<file path="src/design/ppt_pkg.sv">
`default_nettype none

package ppt_pkg;

  localparam int RPM_W      = 24;
  localparam int MIN_W      = 20;
  localparam int TMO_W      = 24;
  localparam int PPR_W      = 5;
  localparam int CFG_IDX_W  = 2;
  localparam int CFG_DATA_W = 24;
  localparam int IVL_W      = 32;            // widest interval that can give a speed
  localparam int NUM_W      = 31;            // 960000000 << 1 fits in 31 bits
  localparam int DEN_W      = IVL_W + PPR_W; // interval times pulses per rev
  localparam int CNT_W      = $clog2(NUM_W);

  localparam logic [NUM_W-1:0] RPM_X16_NUM = 31'd960000000;
  localparam logic [RPM_W-1:0] SPEED_MAX   = '1;

  localparam logic [MIN_W-1:0] MIN_INTERVAL_RST = 20'd10000;
  localparam logic [TMO_W-1:0] TIMEOUT_RST      = 24'd1000000;
  localparam logic [PPR_W-1:0] PPR_RST          = 5'd1;

  localparam logic FUNC_PULSE = 1'b0;
  localparam logic FUNC_POLL  = 1'b1;

  typedef enum logic [CFG_IDX_W-1:0] {
    CFG_MIN_INTERVAL = 2'd0,
    CFG_TIMEOUT      = 2'd1,
    CFG_PPR          = 2'd2,
    CFG_DOUBLE_RATE  = 2'd3
  } cfg_idx_t;

  typedef struct packed {
    logic [MIN_W-1:0] min_interval_us;
    logic [TMO_W-1:0] timeout_us;
    logic [PPR_W-1:0] ppr;
    logic             double_rate;
  } cfg_t;

  typedef enum logic [2:0] {
    ST_IDLE,
    ST_GAP,
    ST_EVAL,
    ST_MUL,
    ST_DIV,
    ST_DONE
  } state_t;

endpackage

`default_nettype wire

</file>
<file path="src/design/pulse_period_tachometer.sv">
`default_nettype none

// Tachometer from pulse timestamps. Each beat on the input carries func (0 = sensor
// edge, 1 = poll) and a microsecond time; each gives exactly one result beat with the
// current speed in sixteenths of RPM and a stale flag. Edges closer than
// min_interval_us to the last kept edge are dropped; a poll turns the latest kept
// interval into a speed, and the speed reads zero once timeout_us passes without a
// fresh one. A poll that converts an interval takes its speed from the 31-step
// bit-serial divider before the result is offered; every other item skips the
// divider. One item is in work at a time; a finished result waits in the output
// register while the next item is taken. Write configuration only while the block
// is idle.
module pulse_period_tachometer #(
  parameter int TIME_BITS = 32
) (
  input  wire logic                           clk,
  input  wire logic                           rst_n,
  input  wire logic                           in_valid,
  output logic                                in_stall,
  input  wire logic                           in_func,
  input  wire logic [31:0]                    in_time_us,
  output logic                                out_valid,
  input  wire logic                           out_stall,
  output logic [ppt_pkg::RPM_W-1:0]           out_rpm_x16,
  output logic                                out_stale,
  input  wire logic                           cfg_we,
  input  wire logic [ppt_pkg::CFG_IDX_W-1:0]  cfg_index,
  input  wire logic [ppt_pkg::CFG_DATA_W-1:0] cfg_wdata
);
  import ppt_pkg::*;

  localparam int CMP_W = (TIME_BITS > TMO_W) ? TIME_BITS : TMO_W;

  cfg_t cfg;

  state_t state_r, state_nxt;

  logic                 func_r;
  logic [TIME_BITS-1:0] now_r;
  logic [TIME_BITS-1:0] last_edge_r;
  logic                 has_edge_r;
  logic [TIME_BITS-1:0] held_r;
  logic                 pending_r;
  logic [TIME_BITS-1:0] last_upd_r;
  logic [RPM_W-1:0]     speed_r;
  logic                 stale_r;
  logic [TIME_BITS-1:0] edge_gap_r;
  logic [TIME_BITS-1:0] upd_gap_r;
  logic [DEN_W-1:0]     den_r;
  logic                 out_valid_r;
  logic [RPM_W-1:0]     out_rpm_r;
  logic                 out_stale_r;

  logic [63:0]      held_ext;
  logic             huge;
  logic             fresh;
  logic             edge_keep;
  logic             upd_stale;
  logic [PPR_W-1:0] ppr_eff;
  logic [DEN_W-1:0] den_nxt;
  logic             load_out;
  logic             div_start;
  logic             div_done;
  logic [RPM_W-1:0] div_quot;

  ppt_cfg u_cfg (
    .clk       (clk),
    .rst_n     (rst_n),
    .cfg_we    (cfg_we),
    .cfg_index (cfg_index),
    .cfg_wdata (cfg_wdata),
    .cfg       (cfg)
  );

  ppt_div u_div (
    .clk   (clk),
    .rst_n (rst_n),
    .start (div_start),
    .dbl   (cfg.double_rate),
    .den   (den_r),
    .done  (div_done),
    .quot  (div_quot)
  );

  always_comb begin
    held_ext  = 64'(held_r);
    huge      = |held_ext[63:IVL_W];
    fresh     = pending_r && (held_r != '0);
    edge_keep = CMP_W'(edge_gap_r) >= CMP_W'(cfg.min_interval_us);
    upd_stale = CMP_W'(upd_gap_r) > CMP_W'(cfg.timeout_us);
    ppr_eff   = (cfg.ppr == '0) ? PPR_W'(1) : cfg.ppr;
    den_nxt   = {{PPR_W{1'b0}}, held_ext[IVL_W-1:0]} * {{IVL_W{1'b0}}, ppr_eff};
  end

  // next state
  always_comb begin
    state_nxt = state_r;
    unique case (state_r)
      ST_IDLE: if (in_valid) state_nxt = ST_GAP;
      ST_GAP:  state_nxt = ST_EVAL;
      ST_EVAL: begin
        if (func_r == FUNC_POLL && fresh && !huge) state_nxt = ST_MUL;
        else                                       state_nxt = ST_DONE;
      end
      ST_MUL:  state_nxt = ST_DIV;
      ST_DIV:  if (div_done) state_nxt = ST_DONE;
      ST_DONE: if (!out_valid_r || !out_stall) state_nxt = ST_IDLE;
      default: state_nxt = ST_IDLE;
    endcase
  end

  // control outputs
  always_comb begin
    in_stall  = (state_r != ST_IDLE);
    div_start = (state_r == ST_MUL);
    load_out  = (state_r == ST_DONE) && (!out_valid_r || !out_stall);
  end

  always_ff @(posedge clk) begin
    if (!rst_n) begin
      state_r     <= ST_IDLE;
      last_edge_r <= '0;
      has_edge_r  <= 1'b0;
      held_r      <= '0;
      pending_r   <= 1'b0;
      last_upd_r  <= '0;
      speed_r     <= '0;
      out_valid_r <= 1'b0;
    end else begin
      state_r <= state_nxt;

      if (load_out)                       out_valid_r <= 1'b1;
      else if (out_valid_r && !out_stall) out_valid_r <= 1'b0;

      unique case (state_r)
        ST_EVAL: begin
          if (func_r == FUNC_PULSE) begin
            if (!has_edge_r) begin
              last_edge_r <= now_r;
              has_edge_r  <= 1'b1;
            end else if (edge_keep) begin
              held_r      <= edge_gap_r;
              pending_r   <= 1'b1;
              last_edge_r <= now_r;
            end
          end else begin
            pending_r <= 1'b0;
            if (fresh) begin
              last_upd_r <= now_r;
              if (huge) speed_r <= '0;
            end else if (upd_stale) begin
              speed_r <= '0;
            end
          end
        end
        ST_DIV: if (div_done) speed_r <= div_quot;
        default: ;
      endcase
    end
  end

  always_ff @(posedge clk) begin
    if (state_r == ST_IDLE && in_valid) begin
      func_r <= in_func;
      now_r  <= TIME_BITS'(in_time_us);
    end
    if (state_r == ST_GAP) begin
      edge_gap_r <= now_r - last_edge_r;
      upd_gap_r  <= now_r - last_upd_r;
    end
    if (state_r == ST_EVAL) begin
      // a fresh speed was just stamped at this time, so it cannot be stale
      stale_r <= (func_r == FUNC_POLL && fresh) ? 1'b0 : upd_stale;
    end
    if (state_r == ST_MUL) den_r <= den_nxt;
    if (load_out) begin
      out_rpm_r   <= speed_r;
      out_stale_r <= stale_r;
    end
  end

  assign out_valid   = out_valid_r;
  assign out_rpm_x16 = out_rpm_r;
  assign out_stale   = out_stale_r;

  a_div_done_in_div: assert property (@(posedge clk) disable iff (!rst_n)
    div_done |-> state_r == ST_DIV)
    else $error("divider finished outside the divide phase");

  a_load_gives_beat: assert property (@(posedge clk) disable iff (!rst_n)
    load_out |=> out_valid)
    else $error("result loaded but no output beat offered");

  a_pending_needs_edge: assert property (@(posedge clk) disable iff (!rst_n)
    pending_r |-> has_edge_r)
    else $error("interval pending without a recorded edge");

  a_div_starts_once: assert property (@(posedge clk) disable iff (!rst_n)
    div_start |=> state_r == ST_DIV && !div_start)
    else $error("divider start not followed by the divide phase");

endmodule

`default_nettype wire

</file>
<file path="src/design/ppt_cfg.sv">
`default_nettype none

module ppt_cfg (
  input  wire logic                           clk,
  input  wire logic                           rst_n,
  input  wire logic                           cfg_we,
  input  wire logic [ppt_pkg::CFG_IDX_W-1:0]  cfg_index,
  input  wire logic [ppt_pkg::CFG_DATA_W-1:0] cfg_wdata,
  output ppt_pkg::cfg_t                       cfg
);
  import ppt_pkg::*;

  cfg_t cfg_r;

  always_ff @(posedge clk) begin
    if (!rst_n) begin
      cfg_r.min_interval_us <= MIN_INTERVAL_RST;
      cfg_r.timeout_us      <= TIMEOUT_RST;
      cfg_r.ppr             <= PPR_RST;
      cfg_r.double_rate     <= 1'b0;
    end else if (cfg_we) begin
      unique case (cfg_idx_t'(cfg_index))
        CFG_MIN_INTERVAL: cfg_r.min_interval_us <= cfg_wdata[MIN_W-1:0];
        CFG_TIMEOUT:      cfg_r.timeout_us      <= cfg_wdata[TMO_W-1:0];
        CFG_PPR:          cfg_r.ppr             <= cfg_wdata[PPR_W-1:0];
        CFG_DOUBLE_RATE:  cfg_r.double_rate     <= cfg_wdata[0];
      endcase
    end
  end

  assign cfg = cfg_r;

endmodule

`default_nettype wire

</file>
<file path="src/design/ppt_div.sv">
`default_nettype none

// Restoring divider, one quotient bit per cycle, MSB first.
module ppt_div (
  input  wire logic                      clk,
  input  wire logic                      rst_n,
  input  wire logic                      start,
  input  wire logic                      dbl,
  input  wire logic [ppt_pkg::DEN_W-1:0] den,
  output logic                           done,
  output logic [ppt_pkg::RPM_W-1:0]      quot
);
  import ppt_pkg::*;

  logic             busy_r;
  logic             done_r;
  logic [CNT_W-1:0] cnt_r;
  logic [NUM_W-1:0] num_r;
  logic [DEN_W-1:0] rem_r;
  logic [NUM_W-1:0] quo_r;

  logic [DEN_W:0]   rem_sh;
  logic [DEN_W+1:0] diff;
  logic             ge;
  logic [DEN_W-1:0] rem_nxt;

  always_comb begin
    rem_sh  = {rem_r, num_r[NUM_W-1]};
    diff    = {1'b0, rem_sh} - {2'b00, den};
    ge      = ~diff[DEN_W+1];
    rem_nxt = ge ? diff[DEN_W-1:0] : rem_sh[DEN_W-1:0];
  end

  always_ff @(posedge clk) begin
    if (!rst_n) begin
      busy_r <= 1'b0;
      done_r <= 1'b0;
      cnt_r  <= '0;
    end else begin
      done_r <= 1'b0;
      if (start) begin
        busy_r <= 1'b1;
        cnt_r  <= CNT_W'(NUM_W - 1);
      end else if (busy_r) begin
        if (cnt_r == '0) begin
          busy_r <= 1'b0;
          done_r <= 1'b1;
        end else begin
          cnt_r <= cnt_r - 1'b1;
        end
      end
    end
  end

  always_ff @(posedge clk) begin
    if (start) begin
      num_r <= dbl ? {RPM_X16_NUM[NUM_W-2:0], 1'b0} : RPM_X16_NUM;
      rem_r <= '0;
      quo_r <= '0;
    end else if (busy_r) begin
      num_r <= {num_r[NUM_W-2:0], 1'b0};
      rem_r <= rem_nxt;
      quo_r <= {quo_r[NUM_W-2:0], ge};
    end
  end

  assign done = done_r;
  assign quot = (|quo_r[NUM_W-1:RPM_W]) ? SPEED_MAX : quo_r[RPM_W-1:0];

endmodule

`default_nettype wire
</file>
<file path="config.mk">
export PLATFORM = sky130hd
export DESIGN_NAME = pulse_period_tachometer
export DESIGN_NICKNAME = d
export VERILOG_FILES = /design/src/design/ppt_pkg.sv /design/src/design/pulse_period_tachometer.sv /design/src/design/ppt_cfg.sv /design/src/design/ppt_div.sv
export SDC_FILE = /design/constraint.sdc
export NUM_CORES = 1
export LEC_CHECK = 0
export ABC_CLOCK_PERIOD_IN_PS = 12300
export BUFFER_PORTS_ARGS = -buffer_cell sky130_fd_sc_hd__buf_2
export CAP_MARGIN = 20
export CELL_PAD_IN_SITES_DETAIL_PLACEMENT = 1
export CELL_PAD_IN_SITES_GLOBAL_PLACEMENT = 1
export CORE_MARGIN = 5
export CORE_UTILIZATION = 40
export DETAILED_ROUTE_END_ITERATION = 7
export GPL_TIMING_DRIVEN = 0
export PLACE_DENSITY_LB_ADDON = 0.3
export SLEW_MARGIN = 10
export SYNTH_ARGS = -nofsm -noshare
export SYNTH_HDL_FRONTEND = slang
export SYNTH_HIERARCHICAL = 1
export SYNTH_SLANG_ARGS = --single-unit
</file>
<file path="constraint.sdc">
create_clock -name clk -period 12.3 [get_ports clk]
set_clock_uncertainty 0.2 [all_clocks]
set_input_delay 1.845 -clock clk [delete_from_list [all_inputs] [get_ports clk]]
set_output_delay 1.845 -clock clk [all_outputs]
set_load 0.03 [all_outputs]
</file>
# == After elaboration in Yosys (flattened, before gate mapping) ==
# Index checks and enable logic that the tools add are counted.
# totals
reg_bits,442
out_inout_bits,27
elab_cells,120
# classes
n_addsub,4
n_mul,1
magnitude_cmp,2
eq_ne,16
mux,30
n_bitwise,5
reduce_logical,35
# ops
cell,n
two-way mux 24 bit,5
two-way mux 31 bit,3
two-way mux 32 bit,2
subtractor 32 bit,2
case mux 24 bit (2 select lines),1
subtractor 38 x 37 -> 39 bit,1
multiplier 32 x 5 -> 37 bit,1
two-way mux 37 bit,1
>= comparator 32 x 20 -> 1 bit,1
> comparator 32 x 24 -> 1 bit,1
nonzero test 32 bit,1
two-way mux 5 bit,4
case mux 3 bit (6 select lines),1
AND reduction 2 bit,7
two-way mux 3 bit,4
!= test 2 bit (second input constant),6
AND reduction 3 bit,4
zero test 5 bit,2
nonzero test 2 bit,5
two-way mux 1 bit,9
OR reduction 7 bit,1
== test 3 x 2 -> 1 bit (second input constant),2
== test 3 bit (second input constant),2
logical AND 1 bit,5
15 further kinds,22

# == Logic depth before layout (Yosys ltp) ==
# depth
depth_word,5
ltp_mapped,18
depth_no_buf,17

# == By module ==
# Netlist, hierarchy kept.
# by_module_without_submodules
mod,instances,cells_each,area_each_um2
pulse_period_tachometer,1,1981,19047.0
ppt_div,1,735,6109.6
ppt_cfg,1,199,1994.4

# == Worst setup path after synthesis ==
# Ideal clock, no wire load.
# synth_timing
kind,register to register
startpoint,reg state_r[0]
endpoint,"reg edge_gap_r[0], enable pin"
setup_time_ns,0.580
t_arrival_ns,5.284
t_required_ns,11.520
path_slack_ns,6.236
stages_incl_launch_ff,3
n_path_buf,1
synth_period_minus_slack_ns,6.064
path_cell_list,dfxtp_1 -> clkbuf_1 -> nor3b_1
# synth_between
elab_chain_len,1
# synth_lines
item,line_no,text
"start, declared",pulse_period_tachometer.sv:36,"state_t state_r, state_nxt;"
"start signal, assigned",pulse_period_tachometer.sv:130,state_r <= state_nxt;
== test 3 x 1 -> 1 bit,pulse_period_tachometer.sv:167,if (state_r == ST_GAP) begin
"end signal, assigned",pulse_period_tachometer.sv:168,edge_gap_r <= now_r - last_edge_r;
"end, declared",pulse_period_tachometer.sv:47,logic [TIME_BITS-1:0] edge_gap_r;
# Every way passes these cells.
# A chain may end at the register's enable or synchronous reset.

# == Final worst setup path ==
# layout_timing
startpoint,"reg u_cfg.cfg_r, in the netlist u_cfg/cfg[5]"
endpoint,reg den_r[36] (data pin)
# layout_between
elab_chain_len,3
# layout_lines
item,line_no,text
"start, declared",ppt_cfg.sv:13,cfg_t cfg_r;
zero test 5 bit,pulse_period_tachometer.sv:91,ppr_eff = (cfg.ppr == '0) ? PPR_W'(1) : cfg.ppr;
two-way mux 5 bit *,pulse_period_tachometer.sv:91,
multiplier 32 x 5 -> 37 bit *,pulse_period_tachometer.sv:92,"den_nxt = {{PPR_W{1'b0}}, held_ext[IVL_W-1:0]} * {{IVL_W{1'b0}}, ppr_eff};"
via den_nxt[36],pulse_period_tachometer.sv:60,logic [DEN_W-1:0] den_nxt;
"end signal, assigned",pulse_period_tachometer.sv:175,if (state_r == ST_MUL) den_r <= den_nxt;
"end, declared",pulse_period_tachometer.sv:49,logic [DEN_W-1:0] den_r;
# The timed path passes the listed nets; every way through them passes the cells marked *.

==> results.sh <==
export IMPL_post_route_period_util_pct=50.0
export IMPL_design_area_um2=30500
export IMPL_crit_top_cell="fa_1"
export IMPL_antennaDiodeCount=0
export IMPL_start_util_pct=40.4
export IMPL_ant_nets=0
export IMPL_setup_tns_ns=0
export IMPL_dp_cells=3886
export IMPL_io_pins=91
export IMPL_setup_viol=0
export IMPL_port_buffers=90
export IMPL_cts_resized=0
export IMPL_grt_remaining_overflow=0
export IMPL_vdd_ir_drop_max_v=0.000108
export IMPL_cts_buffer_depth=3
export IMPL_root_buffer="clkbuf_16"
export IMPL_placementRows=95
export IMPL_fin_crit_ns=6.15
export IMPL_grt_pass1_wl_um=120000
export IMPL_antenna_found_initial=0
export IMPL_die_y_um=271
export IMPL_dp_hpwl_um=58200
export IMPL_synth_async_reset_ratio_pct=0
export IMPL_grtUsageTotal_pct=19.9
export IMPL_firstDrtPassIters=4
export IMPL_worst_hold_slack_ns=0.236
export IMPL_area_growth_pct=12.4
export IMPL_cpPeakStageDelay_ns=0.54
export IMPL_final_common_cell="nand2_1"
export IMPL_wl_per_cell_um=18.5
export IMPL_fp_dieW_um=271
export IMPL_viasPerCell=5.26
export IMPL_syn_inst=2915
export IMPL_cts_buffers=50
export IMPL_path_cells="clkbuf_1, and2_1, fa_1, fa_1, inv_1, fa_1, inv_1, ha_1, a2111o_1, a31o_1, and3_1, o31ai_1, a211oi_1, a311oi_1, o21ai_1, a21oi_1, xor2_1"
export IMPL_drcViolationCount=0
export IMPL_drive_above_1_share_pct=8.66
export IMPL_clock_sinks=430
export IMPL_netlist_area_um2=27200
export IMPL_cp_max_fo=10
export IMPL_final_cell_mix="387 x nand2_1, 308 x inv_1, 251 x dfxtp_1"
export IMPL_cts_tree="done"
export IMPL_slew_headroom_pct=22.4
export IMPL_worstSetupPathType="reg2reg"
export IMPL_start_kind="register"
export IMPL_hp_start="speed_r[22]"
export IMPL_grt_pass1_vias=22800
export IMPL_required_ns=12.42
export IMPL_clk_latency_ns=0.60
export IMPL_yosys_most_used_dff="dfxtp_1"
export IMPL_cp_startpoint="u_cfg/cfg[5]"
export IMPL_hold_violations=0
export IMPL_status="finished clean"
export IMPL_routed_wl_um=73700
export IMPL_synth_edf_count=179
export IMPL_via_count=20900
export IMPL_ys_seq_elements=430
export IMPL_hold_path_class="reg2reg"
export IMPL_routabilityCongestion=0.867
export IMPL_final_nets=3412
export IMPL_crit_slowest_cell="fa_1"
export IMPL_drv_cap=0
export IMPL_leakagePower_uw=0.0129
export IMPL_cp_buffers_inverters=3
export IMPL_clock_fmax_mhz=163
export IMPL_yosysSeqAreaShare_pct=38.3
export IMPL_ctsHoldBuffers=0
export IMPL_htree_levels=2
export IMPL_syn_avg_cell_area_um2=9.31
export IMPL_final_fill_count=7801
export IMPL_path_clk_slew_ns=0.06
export IMPL_fin_cells=3979
export IMPL_final_max_slew_viol_count=0
export IMPL_power_density_nw_per_um2=119
export IMPL_syn_nets=3261
export IMPL_die_area_um2=73200
export IMPL_core_um2=67300
export IMPL_grt_max_degree=43
export IMPL_place_area_um2=28800
export IMPL_yosys_warnings=6
export IMPL_timing_rr_start="u_cfg/cfg[5]"
export IMPL_rsz0062_at_grt="no"
export IMPL_cts_setup_buffers=0
export IMPL_drt_iter0_drc=878
export IMPL_ys_types=89
export IMPL_cp_arrival_ns=6.27
export IMPL_crit_path_end_kind="register"
export IMPL_tightest_slew_ns=1.16
export IMPL_cp_top_family="compound AO/OA/AOI/OAI gates"
## metrics by stage
| stage | utilization, % | setup slack (ns) | total power (uW) |
|---|---|---|---|
| floorplan | - | 6.24 | 1990 |
| global placement | 42.7 | 4.07 | 2110 |
| detailed placement | 42.8 | 6.18 | 2140 |
| CTS | 45.3 | 6.17 | 3680 |
| global route | 45.4 | 5.74 | 3800 |
| finish | 45.4 | 6.15 | 3630 |
## registers in the layout, summed over array words and instances (netlist names), 3 cells and up
signal / flops
den_r: 37
edge_gap_r: 32
held_r: 32
last_edge_r: 32
last_upd_r: 32
now_r: 32
out_rpm_x16: 24
speed_r: 24
state_r: 3
u_cfg/cfg: 50
u_div/cnt_r: 5
u_div/num_r: 19
u_div/quo_r: 31
u_div/rem_r: 37
upd_gap_r: 32
## Yosys cell counts (all sizes together), types with 29 or more instances
| master | instances | area (um^2) |
|---|---|---|
| o21a | 33 | 248 |
| a21boi | 46 | 345 |
| nand2 | 388 | 1460 |
| xnor2 | 76 | 666 |
| clkbuf | 71 | 267 |
| mux2i | 111 | 1110 |
| inv | 308 | 1160 |
| a21oi | 151 | 759 |
| nand3 | 63 | 320 |
| o21ai | 131 | 678 |
| ha | 189 | 2360 |
| fa | 93 | 1860 |
| or2 | 39 | 244 |
| nor2 | 160 | 601 |
| buf | 31 | 249 |
| a21o | 68 | 510 |
| dfxtp | 251 | 5020 |
| edfxtp | 179 | 5380 |
| xor2 | 31 | 272 |
| and2 | 130 | 818 |
| nand2b | 29 | 181 |
| nor2b | 38 | 238 |
## logic make-up (layout without fill, tap and decap cells)
| family | after synthesis | after routing | synth area share (%) |
|---|---|---|---|
| and+or+nand+nor | 964 | 964 | 17.2 |
| AOI/OAI and AO/OA | 605 | 605 | 15.0 |
| DFF | 430 | 430 | 38.3 |
| buffers and inverters | 416 | 607 | 6.33 |
| adders and majority gates | 282 | 282 | 15.6 |
| muxes | 111 | 111 | 4.09 |
| xor gates and xnor gates | 107 | 107 | 3.45 |
## worst paths after layout
| kind | cells past startpoint | slack, ns | end |
|---|---|---|---|
| max reg2reg | 17 | 6.15 | den_r[36] |
| max | 17 | 6.15 | den_r[36] |
| min reg2reg | 0 | 0.24 | out_rpm_x16[22] |
| min | 0 | 0.24 | out_rpm_x16[22] |
## worst reg2reg max path, cell delays in order, from the launching register on
cell,delay [ns]
dfxtp_1,0.52
clkbuf_1,0.43
and2_1,0.24
fa_1,0.42
fa_1,0.54
inv_1,0.05
fa_1,0.52
inv_1,0.05
ha_1,0.38
a2111o_1,0.41
a31o_1,0.21
and3_1,0.20
o31ai_1,0.52
a211oi_1,0.21
a311oi_1,0.53
o21ai_1,0.16
a21oi_1,0.20
xor2_1,0.09
## per-layer routing
metal	GRT usage (%)	wire [um]	part of all wire [%]
met3	2.63	2150	2.9
met1	23.7	31200	42
met2	36.0	37000	50
met5	0	0	0
met4	8.18	3380	4.6
## area by class of cell
cell class | instances | area [um^2] | share of cell area, %
clock buffer | 70 | 1440 | 4.72
tap | 873 | 1090 | 3.58
clock inverter | 22 | 255 | 0.837
inverter | 309 | 1160 | 3.80
sequential | 430 | 10400 | 34.1
multi-input combinational | 2069 | 15100 | 49.3
buffer | 107 | 559 | 1.83
timing repair buffer | 99 | 547 | 1.79
## power breakdown
part	switching, uW	internal (uW)	total (uW)
Combinational	294	196	490
Clock	609	906	1520
Sequential	62.4	1570	1630
Total	966	2670	3630
Power figures use the tool's default switching activity.
